File: config.mk
export PLATFORM = sky130hd
export DESIGN_NAME = rational_arithmetic_unit
export DESIGN_NICKNAME = d
export VERILOG_FILES = /design/src/hw/rtl/rau_pkg.sv /design/src/hw/rtl/rau_mul.sv /design/src/hw/rtl/rau_div.sv /design/src/hw/rtl/rational_arithmetic_unit.sv
export SDC_FILE = /design/constraint.sdc
export NUM_CORES = 2
export LEC_CHECK = 0
export ABC_AREA = 1
export BUFFER_PORTS_ARGS = -buffer_cell sky130_fd_sc_hd__buf_2
export CORE_UTILIZATION = 44
export DETAILED_ROUTE_END_ITERATION = 16
export PLACE_DENSITY = 0.66
export REMOVE_ABC_BUFFERS = 1
export SETUP_SLACK_MARGIN = 0.02
export SKIP_CTS_REPAIR_TIMING = 1
export SLEW_MARGIN = 10
export SYNTH_ARGS = -nofsm -noshare
export SYNTH_HDL_FRONTEND = slang
export SYNTH_SLANG_ARGS = --single-unit
export TNS_END_PERCENT = 5
File: constraint.sdc
create_clock -name clk -period 15.35 [get_ports clk]
set_input_delay 0 -clock clk [delete_from_list [all_inputs] [get_ports clk]]
set_output_delay 0 -clock clk [all_outputs]
set_load 0.02 [all_outputs]
File: src/hw/rtl/rau_pkg.sv
package rau_pkg;
  localparam int MAG_W  = 32;
  localparam int PROD_W = 64;

  localparam logic [2:0] OP_ADD = 3'd0;
  localparam logic [2:0] OP_SUB = 3'd1;
  localparam logic [2:0] OP_MUL = 3'd2;
  localparam logic [2:0] OP_DIV = 3'd3;
  localparam logic [2:0] OP_CMP = 3'd4;
  localparam logic [2:0] OP_INV = 3'd5;
  localparam logic [2:0] OP_RED = 3'd6;
  localparam logic [2:0] OP_BAD = 3'd7;

  typedef logic [MAG_W-1:0]  mag_t;
  typedef logic [PROD_W-1:0] prod_t;
endpackage

File: src/hw/rtl/rau_mul.sv
module rau_mul
  import rau_pkg::*;
#(
  parameter int W = 32
) (
  input  logic           clk,
  input  logic           rst,
  input  logic           start,
  input  logic [W-1:0]   mcand,
  input  logic [W-1:0]   mplier,
  output logic           done,
  output logic [2*W-1:0] prod
);
  localparam int CNT_W = $clog2(W + 1);

  logic             run;
  logic [CNT_W-1:0] cnt;
  logic [W:0]       hi;
  logic [W-1:0]     lo;
  logic [W-1:0]     md;
  logic [W:0]       sum;

  assign sum  = hi + (lo[0] ? {1'b0, md} : '0);
  assign prod = {hi[W-1:0], lo};

  always_ff @(posedge clk) begin
    if (rst) begin
      run  <= 1'b0;
      done <= 1'b0;
      cnt  <= '0;
    end else begin
      done <= 1'b0;
      if (start) begin
        run <= 1'b1;
        cnt <= '0;
        hi  <= '0;
        lo  <= mplier;
        md  <= mcand;
      end else if (run) begin
        // add then shift one multiplier bit out
        hi  <= {1'b0, sum[W:1]};
        lo  <= {sum[0], lo[W-1:1]};
        cnt <= cnt + 1'b1;
        if (cnt == CNT_W'(W - 1)) begin
          run  <= 1'b0;
          done <= 1'b1;
        end
      end
    end
  end
endmodule

File: src/hw/rtl/rau_div.sv
module rau_div
  import rau_pkg::*;
#(
  parameter int W = 64
) (
  input  logic         clk,
  input  logic         rst,
  input  logic         start,
  input  logic [W-1:0] dividend,
  input  logic [W-1:0] divisor,
  output logic         done,
  output logic [W-1:0] quot
);
  localparam int CNT_W = $clog2(W + 1);

  logic             run;
  logic [CNT_W-1:0] cnt;
  logic [W-1:0]     rem;
  logic [W-1:0]     dvs;
  logic [W:0]       sh;
  logic [W:0]       diff;
  logic             ge;

  assign sh   = {rem, quot[W-1]};
  assign diff = sh - {1'b0, dvs};
  assign ge   = sh >= {1'b0, dvs};

  always_ff @(posedge clk) begin
    if (rst) begin
      run  <= 1'b0;
      done <= 1'b0;
      cnt  <= '0;
    end else begin
      done <= 1'b0;
      if (start) begin
        run  <= 1'b1;
        cnt  <= '0;
        rem  <= '0;
        quot <= dividend;
        dvs  <= divisor;
      end else if (run) begin
        rem  <= ge ? diff[W-1:0] : sh[W-1:0];
        quot <= {quot[W-2:0], ge};
        cnt  <= cnt + 1'b1;
        if (cnt == CNT_W'(W - 1)) begin
          run  <= 1'b0;
          done <= 1'b1;
        end
      end
    end
  end
endmodule

File: src/hw/rtl/rational_arithmetic_unit.sv
// Rational ALU: one fraction operation per start beat, result on one done strobe.
// An operand error (zero denominator, divide by zero, invert of zero, bad opcode)
// answers in the cycle after start. Otherwise an item runs the bit-serial cross
// products and takes them, then the binary gcd loop (one shift or subtract per
// cycle), then restores the common power of two, and last runs the bit-serial
// quotients. Compare and zero results leave after the product stage. Results
// cannot be held off; busy stays high until done.
module rational_arithmetic_unit
  import rau_pkg::*;
#(
  parameter int WIDTH = 32
) (
  input  logic               clk,
  input  logic               rst,
  input  logic               start,
  output logic               busy,
  input  logic [2:0]         opcode,
  input  logic signed [31:0] a_num,
  input  logic signed [31:0] a_den,
  input  logic signed [31:0] b_num,
  input  logic signed [31:0] b_den,
  output logic               done,
  output logic signed [31:0] res_num,
  output logic [30:0]        res_den,
  output logic               less,
  output logic               equal,
  output logic               greater,
  output logic               error,
  output logic               overflow
);
  localparam int    EFF    = (WIDTH > 32) ? 32 : WIDTH;
  localparam prod_t MAXPOS = (prod_t'(1) << (EFF - 1)) - prod_t'(1);

  localparam logic [2:0] S_IDLE = 3'd0;
  localparam logic [2:0] S_MUL  = 3'd1;
  localparam logic [2:0] S_GCD  = 3'd2;
  localparam logic [2:0] S_GSH  = 3'd3;
  localparam logic [2:0] S_DIV  = 3'd4;

  logic [2:0] state;
  logic       accept;

  mag_t an_m, ad_m, bn_m, bd_m;
  logic a_ng, b_ng, b_eff, err_in;
  mag_t m0a, m0b, m1a, m1b, m2a, m2b;

  logic [2:0] op;
  logic       aneg, bneg;
  logic       m0_done, m1_done, m2_done, d0_done, d1_done;
  prod_t      p0, p1, p2, q0, q1;

  prod_t c_num, c_den;
  logic  c_neg;
  prod_t u, v, num_r, den_r;
  logic [5:0] k;
  logic  sneg;
  logic  ovf;

  function automatic mag_t mag_of(input logic [31:0] x);
    mag_of = x[31] ? (~x + 32'd1) : x;
  endfunction

  assign accept = start && !busy;
  assign busy   = (state != S_IDLE);

  always_comb begin
    an_m  = mag_of(a_num);
    ad_m  = mag_of(a_den);
    bn_m  = mag_of(b_num);
    bd_m  = mag_of(b_den);
    a_ng  = (an_m != '0) && (a_num[31] ^ a_den[31]);
    b_ng  = (bn_m != '0) && (b_num[31] ^ b_den[31]);
    b_eff = (opcode == OP_SUB) ? ((bn_m != '0) && !b_ng) : b_ng;
    err_in = (opcode == OP_BAD) || (ad_m == '0) ||
             ((opcode <= OP_CMP) && (bd_m == '0)) ||
             ((opcode == OP_DIV) && (bn_m == '0)) ||
             ((opcode == OP_INV) && (an_m == '0));
    m0a = an_m; m0b = bd_m;
    m1a = bn_m; m1b = ad_m;
    m2a = ad_m; m2b = bd_m;
    unique case (opcode)
      OP_MUL: begin
        m0b = bn_m;
      end
      OP_DIV: begin
        m2b = bn_m;
      end
      OP_INV: begin
        m0a = ad_m; m0b = 32'd1;
        m2a = an_m; m2b = 32'd1;
      end
      OP_RED: begin
        m0b = 32'd1;
        m2b = 32'd1;
      end
      default: begin
      end
    endcase
  end

  rau_mul #(.W(MAG_W)) u_mul0 (
    .clk(clk), .rst(rst), .start(accept && !err_in),
    .mcand(m0a), .mplier(m0b), .done(m0_done), .prod(p0)
  );
  rau_mul #(.W(MAG_W)) u_mul1 (
    .clk(clk), .rst(rst), .start(accept && !err_in),
    .mcand(m1a), .mplier(m1b), .done(m1_done), .prod(p1)
  );
  rau_mul #(.W(MAG_W)) u_mul2 (
    .clk(clk), .rst(rst), .start(accept && !err_in),
    .mcand(m2a), .mplier(m2b), .done(m2_done), .prod(p2)
  );

  rau_div #(.W(PROD_W)) u_div0 (
    .clk(clk), .rst(rst), .start(state == S_GSH && k == '0),
    .dividend(num_r), .divisor(u), .done(d0_done), .quot(q0)
  );
  rau_div #(.W(PROD_W)) u_div1 (
    .clk(clk), .rst(rst), .start(state == S_GSH && k == '0),
    .dividend(den_r), .divisor(u), .done(d1_done), .quot(q1)
  );

  // combine the cross products into one magnitude and sign
  always_comb begin
    c_num = p0;
    c_den = p2;
    c_neg = aneg ^ bneg;
    unique case (op)
      OP_ADD, OP_SUB: begin
        if (aneg == bneg) begin
          c_num = p0 + p1;
          c_neg = aneg;
        end else if (p0 >= p1) begin
          c_num = p0 - p1;
          c_neg = aneg;
        end else begin
          c_num = p1 - p0;
          c_neg = bneg;
        end
      end
      OP_INV, OP_RED: c_neg = aneg;
      default: begin
      end
    endcase
  end

  assign ovf = (q1 > MAXPOS) || (sneg ? (q0 > MAXPOS + prod_t'(1)) : (q0 > MAXPOS));

  always_ff @(posedge clk) begin
    if (rst) begin
      state <= S_IDLE;
      done  <= 1'b0;
    end else begin
      done <= 1'b0;
      unique case (state)
        S_IDLE: begin
          if (accept) begin
            op   <= opcode;
            aneg <= a_ng;
            bneg <= b_eff;
            if (err_in) begin
              done     <= 1'b1;
              res_num  <= '0;
              res_den  <= '0;
              less     <= 1'b0;
              equal    <= 1'b0;
              greater  <= 1'b0;
              error    <= 1'b1;
              overflow <= 1'b0;
            end else begin
              state <= S_MUL;
            end
          end
        end
        S_MUL: begin
          if (m0_done && m1_done && m2_done) begin
            less     <= 1'b0;
            equal    <= 1'b0;
            greater  <= 1'b0;
            error    <= 1'b0;
            overflow <= 1'b0;
            if (op == OP_CMP) begin
              done    <= 1'b1;
              state   <= S_IDLE;
              res_num <= '0;
              res_den <= '0;
              if (aneg != bneg) begin
                less    <= aneg;
                greater <= !aneg;
              end else if (p0 == p1) begin
                equal <= 1'b1;
              end else begin
                less    <= aneg ? (p0 > p1) : (p0 < p1);
                greater <= aneg ? (p0 < p1) : (p0 > p1);
              end
            end else if (c_num == '0) begin
              done    <= 1'b1;
              state   <= S_IDLE;
              res_num <= '0;
              res_den <= 31'd1;
            end else begin
              state <= S_GCD;
              u     <= c_num;
              v     <= c_den;
              num_r <= c_num;
              den_r <= c_den;
              sneg  <= c_neg;
              k     <= '0;
            end
          end
        end
        S_GCD: begin
          // binary gcd: one shift or subtract per cycle
          if (u == v) begin
            state <= S_GSH;
          end else if (!u[0] && !v[0]) begin
            u <= u >> 1;
            v <= v >> 1;
            k <= k + 1'b1;
          end else if (!u[0]) begin
            u <= u >> 1;
          end else if (!v[0]) begin
            v <= v >> 1;
          end else if (u > v) begin
            u <= (u - v) >> 1;
          end else begin
            v <= (v - u) >> 1;
          end
        end
        S_GSH: begin
          // restore the common power of two, then divide
          if (k == '0) begin
            state <= S_DIV;
          end else begin
            u <= u << 1;
            k <= k - 1'b1;
          end
        end
        S_DIV: begin
          if (d0_done && d1_done) begin
            done  <= 1'b1;
            state <= S_IDLE;
            if (ovf) begin
              overflow <= 1'b1;
              res_num  <= '0;
              res_den  <= '0;
            end else begin
              res_num <= sneg ? (32'd0 - q0[31:0]) : q0[31:0];
              res_den <= q1[30:0];
            end
          end
        end
        default: state <= S_IDLE;
      endcase
    end
  end
endmodule

# Word level (Yosys, flattened, before mapping)
# Cells that the tools add are included.
# op_classes
add_sub_neg	22
order_cmp	10
n_eq_ne	41
mux	141
n_bitwise	15
n_reduce_logical	72
# ops
cell	count
64-bit two-way mux	28
32-bit two-way mux	26
64-bit subtractor	6
31-bit two-way mux	7
64-bit one-hot mux with 3 select lines	1
65-bit by 64-bit >= comparator with 1-bit output	2
32-bit by 1-bit adder with 32-bit output (second input constant)	4
64-bit equality test	2
64-bit by 31-bit > comparator with 1-bit output (second input constant)	2
64-bit > comparator	2
32-bit logical NOT	4
32-bit inverter	4
32-bit one-hot mux with 2 select lines	2
64-bit one-hot mux with 2 select lines	1
32-bit by 33-bit adder with 33-bit output	3
32-bit one-hot mux with 3 select lines	1
31-bit one-hot mux with 3 select lines	1
64-bit adder	1
64-bit >= comparator	1
64-bit by 32-bit > comparator with 1-bit output (second input constant)	1
64-bit logical NOT	1
64-bit < comparator	1
32-bit nonzero test	2
1-bit two-way mux	51
other kinds (41)	147
# word_totals
reg_bits	990
input_bits	134
output_inout_bits	70
elab_cells	350

# Logic depth before layout (Yosys ltp)
# logic_depth
ltp_word	12
depth_mapped	34
ltp_nobuf	31

# By module
# Synthesis repeated with hierarchy kept, for this count alone.
# hier_totals
hier_cells	14941
hier_area_um2	96648.9
# modules_own_cells
module	n_inst	cells_each	area_per_inst_um2	seq_area_each_um2
rational_arithmetic_unit	1	8170	48295.1	10169.8
rau_div	2	2110	14531.4	5945.7
rau_mul (u_mul0 ...)	2	847	6411.1	3042.9
rau_mul (u_mul2)	1	857	6468.7	3042.9

# Worst setup path before layout
# No wires, ideal clock.
# synth_path
path_kind	flip-flop to flip-flop
startpoint	reg u_mul0.lo[0]
endpoint	reg den_r[0] (enable)
setup_ps	776
t_arrival_ps	12079
required_time_ps	14574
slack_ps	2495
stages_incl_launch_ff	29
period_less_slack_ps	12855
cell_sequence	edfxtp_1 > clkbuf_1 > clkbuf_1 > inv_1 > ha_1 > inv_1 > fa_1 > nand3_1 > nand3_1 > nand2_1 > nand2_2 > nand2_1 > nand2_2 > nand2_2 > nand2_2 > nand2_2 > buf_6 > nand3_4 > buf_6 > buf_6 > o211ai_1 > nand3_1 > nand2_1 > nand2_1 > nand3_1 > nor2_1 > nand3_2 > nand2_1 > nor3_1
# synth_via
elab_chain_len	7
word_cells_on_any_way	10
cone_classes	3 x add/sub; 1 x order compare; 3 x mux; 1 x bitwise; 2 x reduce/logical
# synth_lines
item	line	source
start, declared	rau_mul.sv:19	logic [W-1:0] lo;
start signal, assigned	rau_mul.sv:37	lo <= mplier;
start signal, assigned	rau_mul.sv:42	lo <= {sum[0], lo[W-1:1]};
64-bit subtractor, or another cell as far along	rational_arithmetic_unit.sv:137	c_num = p1 - p0;
64-bit two-way mux	rational_arithmetic_unit.sv:133	end else if (p0 >= p1) begin
64-bit two-way mux	rational_arithmetic_unit.sv:130	if (aneg == bneg) begin
64-bit two-way mux *	rational_arithmetic_unit.sv:128	unique case (op)
64-bit logical NOT *	rational_arithmetic_unit.sv:196	end else if (c_num == '0) begin
1-bit inverter (no source line) *	n/a	
5-bit AND reduction (no source line) *	n/a	
end signal, assigned	rational_arithmetic_unit.sv:206	den_r <= c_den;
end, declared	rational_arithmetic_unit.sv:54	prod_t u, v, num_r, den_r;
# Mark *: on every way between the ends. The rest lies on a longest branch, timed or not.
# A chain may end at the register's enable or synchronous reset.

# Worst setup path after layout
# layout_path
startpoint	reg u_mul0.hi[22]
endpoint	reg u[52] (enable)
# layout_via
elab_chain_len	7
word_cells_on_any_way	10
cone_classes	3 x add/sub; 1 x order compare; 1 x eq/ne; 3 x mux; 2 x reduce/logical
# layout_lines
item	line	source
start, declared	rau_mul.sv:18	logic [W:0] hi;
start signal, assigned	rau_mul.sv:41	hi <= {1'b0, sum[W:1]};
64-bit subtractor, or another cell as far along	rational_arithmetic_unit.sv:137	
64-bit two-way mux	rational_arithmetic_unit.sv:133	
64-bit two-way mux	rational_arithmetic_unit.sv:130	
64-bit two-way mux *	rational_arithmetic_unit.sv:128	
64-bit logical NOT *	rational_arithmetic_unit.sv:196	
2-bit != test (no source line) *	n/a	
9-bit AND reduction (no source line) *	n/a	
end signal, assigned	rational_arithmetic_unit.sv:203	u <= c_num;
end signal, assigned	rational_arithmetic_unit.sv:217	u <= u >> 1;
end signal, assigned	rational_arithmetic_unit.sv:221	u <= u >> 1;
end, declared	rational_arithmetic_unit.sv:54	
# Marked as above.

==> run summary <==
status: finished, violations left
Worst Path Max Fanout: 46
fmax: 117 MHz
synth unique cells: 74
antenna-violating nets left: 0
Setup CP Type: flip-flop to flip-flop
GR peak layer: met2
GRT Residual Overflow: 0
unrepaired setup endpoints after global routing: false
met3 Use GR: 11.2%
setup violators final: 0
die area: 198000 sq um
Hold Fails Final Rpt: 5
H-tree Lvls: 3
CTS buffer count: 114
Clk pwr share: 14.7%
DRC: 0
Starting DRT DRC Count: 12016
Sink Count: 990
I/O Buffers: 203
Sequential Power Share: 21.1%
clk_lat worst skew: 870 ps
post-place setup slack: 7220 ps
Yosys reg bits: 990
met1 Resource Use GR: 54.5%
CP startpoint: u_mul0.hi[22]
Post-Route WL: 449000 um
R2R cell count: 25
reg-to-reg slack, setup: 6810 ps
Detail Placement HPWL: 372000 um
Die H: 445 um
register area share after synthesis: 34.0%
Async SR Flop Fraction: 0%
routing usage on met2: 66.4%
worst r2r dst: u[52]
CTS tree: built
via/cell ratio: 5.93
commonest cells after routing, fill and taps aside: nand2_1, inv_1, nor2_1
Slew headroom: 0.804%
post-synth top area share: 32.9%
Yosys warning count: 0
clock root cell: clkbuf_16
P_sw: 0.0114 W
violated checks: negative hold slack, max-capacitance violations
routed via count: 90186
area grow syn2layout: 9.64%
fin nets: 13143
IO Pins: 204
detailed-router iteration count before antenna repair: 8
initial antenna violation count: 53
syn_area_per_cell: 7.00 sq um
pins over their slew limit: 0
Die Wd: 445 um
worst hold path class: input pin to flip-flop
cell accounting for the most synthesized area: edfxtp_1
largest net degree at the start of global routing: 107
final worst path period share: 55.6%
most common cell after layout, fill and taps aside: nand2_1
static leakage: 44.5 nW
max cap viols: 1
final hold slack: -27.9 ps
dpl cells: 14840
ratio of cells with drive above 1 in the final layout: 5.40%
pwr dens: 209 nW/um^2
Max clock buf depth: 3
first-pass GRT wire length: 618000 um
Worst setup EP type: flip-flop
Main synth FF type: edfxtp_1
final clock skew: 103 ps
core region area: 195000 sq um
DP Area: 89400 sq um
Pint: 0.00838 W
Synth Instances: 12303
worst-margin pin slew: 1470 ps
routability cong.: 1.21
Final min period: 8540 ps
Comb pwr share: 64.2%
Rows: 162
Switching Share: 57.5%
Critical R2R Launch: u_mul0.hi[22]
Post-Synthesis Cell Area: 86200 sq um
CP Data Required Time: 15820 ps
final std cells w/o fill: 15199
vias in the first global route: 83568
CP arrival: 9010 ps
VDD IR max: 154 uV
GRT Overall Usage: 44.0%
top cells by area, synth: edfxtp_1, nand2_1, inv_1
crit path launch type: flip-flop
Post-synth EDFFs: 944
clock-pin slew on the worst setup and hold paths: 60 ps
PnR worst setup slack: 6810 ps
worst setup path end: u[52]
Layout Cell Area excl Fill: 94500 sq um
Initial Utilization: 44.2%
routed length per instance: 29.5 um
worst min path at each step:
| stage | startpoint | to | slack [ps] | cells past startpoint |
|---|---|---|---|---|
| detailed placement | opcode[2] | op[2] | 270 | 1 |
| global route | a_den[16] | u_mul0.md[16] | -0.6 | 5 |
| global placement | opcode[2] | op[2] | 260 | 1 |
| CTS | opcode[1] | op[1] | -590 | 1 |
| finish | b_den[10] | u_mul0.lo[10] | -30 | 7 |
| floorplan | rst | state[1] | 70 | 1 |
synthesized netlist by cell type (all sizes together) (46+ instances only):
cell	instances
a21oi	1031
a31oi	61
buf	143
clkbuf	230
dfxtp	46
edfxtp	944
ha	557
inv	2244
nand2	3207
nand3	468
nand4	146
nor2	1156
nor3	142
nor4	50
o21a	69
o21ai	777
o21bai	47
o221ai	74
o22ai	123
xnor2	191
xor2	316
registers in the layout, summed over array words and instances, names as in the netlist, 7 cells and up:
| signal | count |
|---|---|
| u_div0.dvs | 64 |
| u_div0.rem | 64 |
| v | 64 |
| den_r | 64 |
| u_div1.quot | 64 |
| u_mul1.hi | 32 |
| u_div1.cnt | 7 |
| num_r | 64 |
| u_mul0.hi | 32 |
| u_mul1.md | 32 |
| u_mul1.lo | 32 |
| u_mul2.hi | 32 |
| u_mul2.lo | 32 |
| res_num | 32 |
| u_mul2.md | 32 |
| u | 64 |
| u_div0.cnt | 7 |
| u_mul0.lo | 32 |
| u_div0.quot | 64 |
| u_div1.rem | 64 |
| u_mul0.md | 32 |
| res_den | 31 |
area by class of cell:
class	count	area, sq um
Timing Repair Buffer	395	2730
Clock buffer	130	2970
Clock inverter	84	910
Multi-Input combinational cell	8688	46700
Sequential cell	990	29300
Inverter	2252	8470
Tap cell	2624	3280
Fill cell	19446	100000
Antenna cell	36	90.1
metrics by stage:
stage	setup TNS, ps	utilization [%]	power, W
after floorplan	-1146360	-	0.0109
after global placement	0	45.9	0.0163
after detailed placement	0	45.9	0.0162
after CTS	0	47.9	0.0191
after global routing	0	48.5	0.0204
final	0	48.5	0.0197
worst max-delay path, stage by stage (launching register included):
cell	delay (ps)
edfxtp_1	450
inv_1	100
ha_1	680
nand2_2	280
inv_1	60
a21oi_1	290
nand2_1	140
nand2_1	70
nand2_1	170
a21oi_2	920
nand2_1	260
nor2_4	190
buf_4	830
nand2_1	140
nand3_1	150
nand2_1	80
nand2_1	440
nand2_1	150
nor2_1	310
nand2_1	120
nor2_1	140
nor3b_1	1030
nand4_1	210
nand3_1	260
nor2_4	230
buf_4	360
cells by family after synthesis:
group           synth area share, %
buf+inv                        12.0
xor+xnor                       5.18
simple gates                   24.9
compound gates                 15.6
mux                          0.0349
flops                          34.0
fa+ha+maj                      8.34
routing by layer:
layer  up-vias  wire, um
li1      40332         -
met1     42769    171000
met2      5800    191000
met3      1265     48800
met4        20     38000
met5         -       117
power groups by stage:
stage	combinational [W]	clock (W)	sequential [W]
4_1_cts	0.0121	0.00291	0.00414
2_1_floorplan	0.00690	0	0.00400
3_5_place_dp	0.0120	0	0.00420
6_report	0.0127	0.00291	0.00417
5_1_grt	0.0132	0.00300	0.00418
3_3_place_gp	0.0121	0	0.00418
Power figures use the tool's default switching activity.
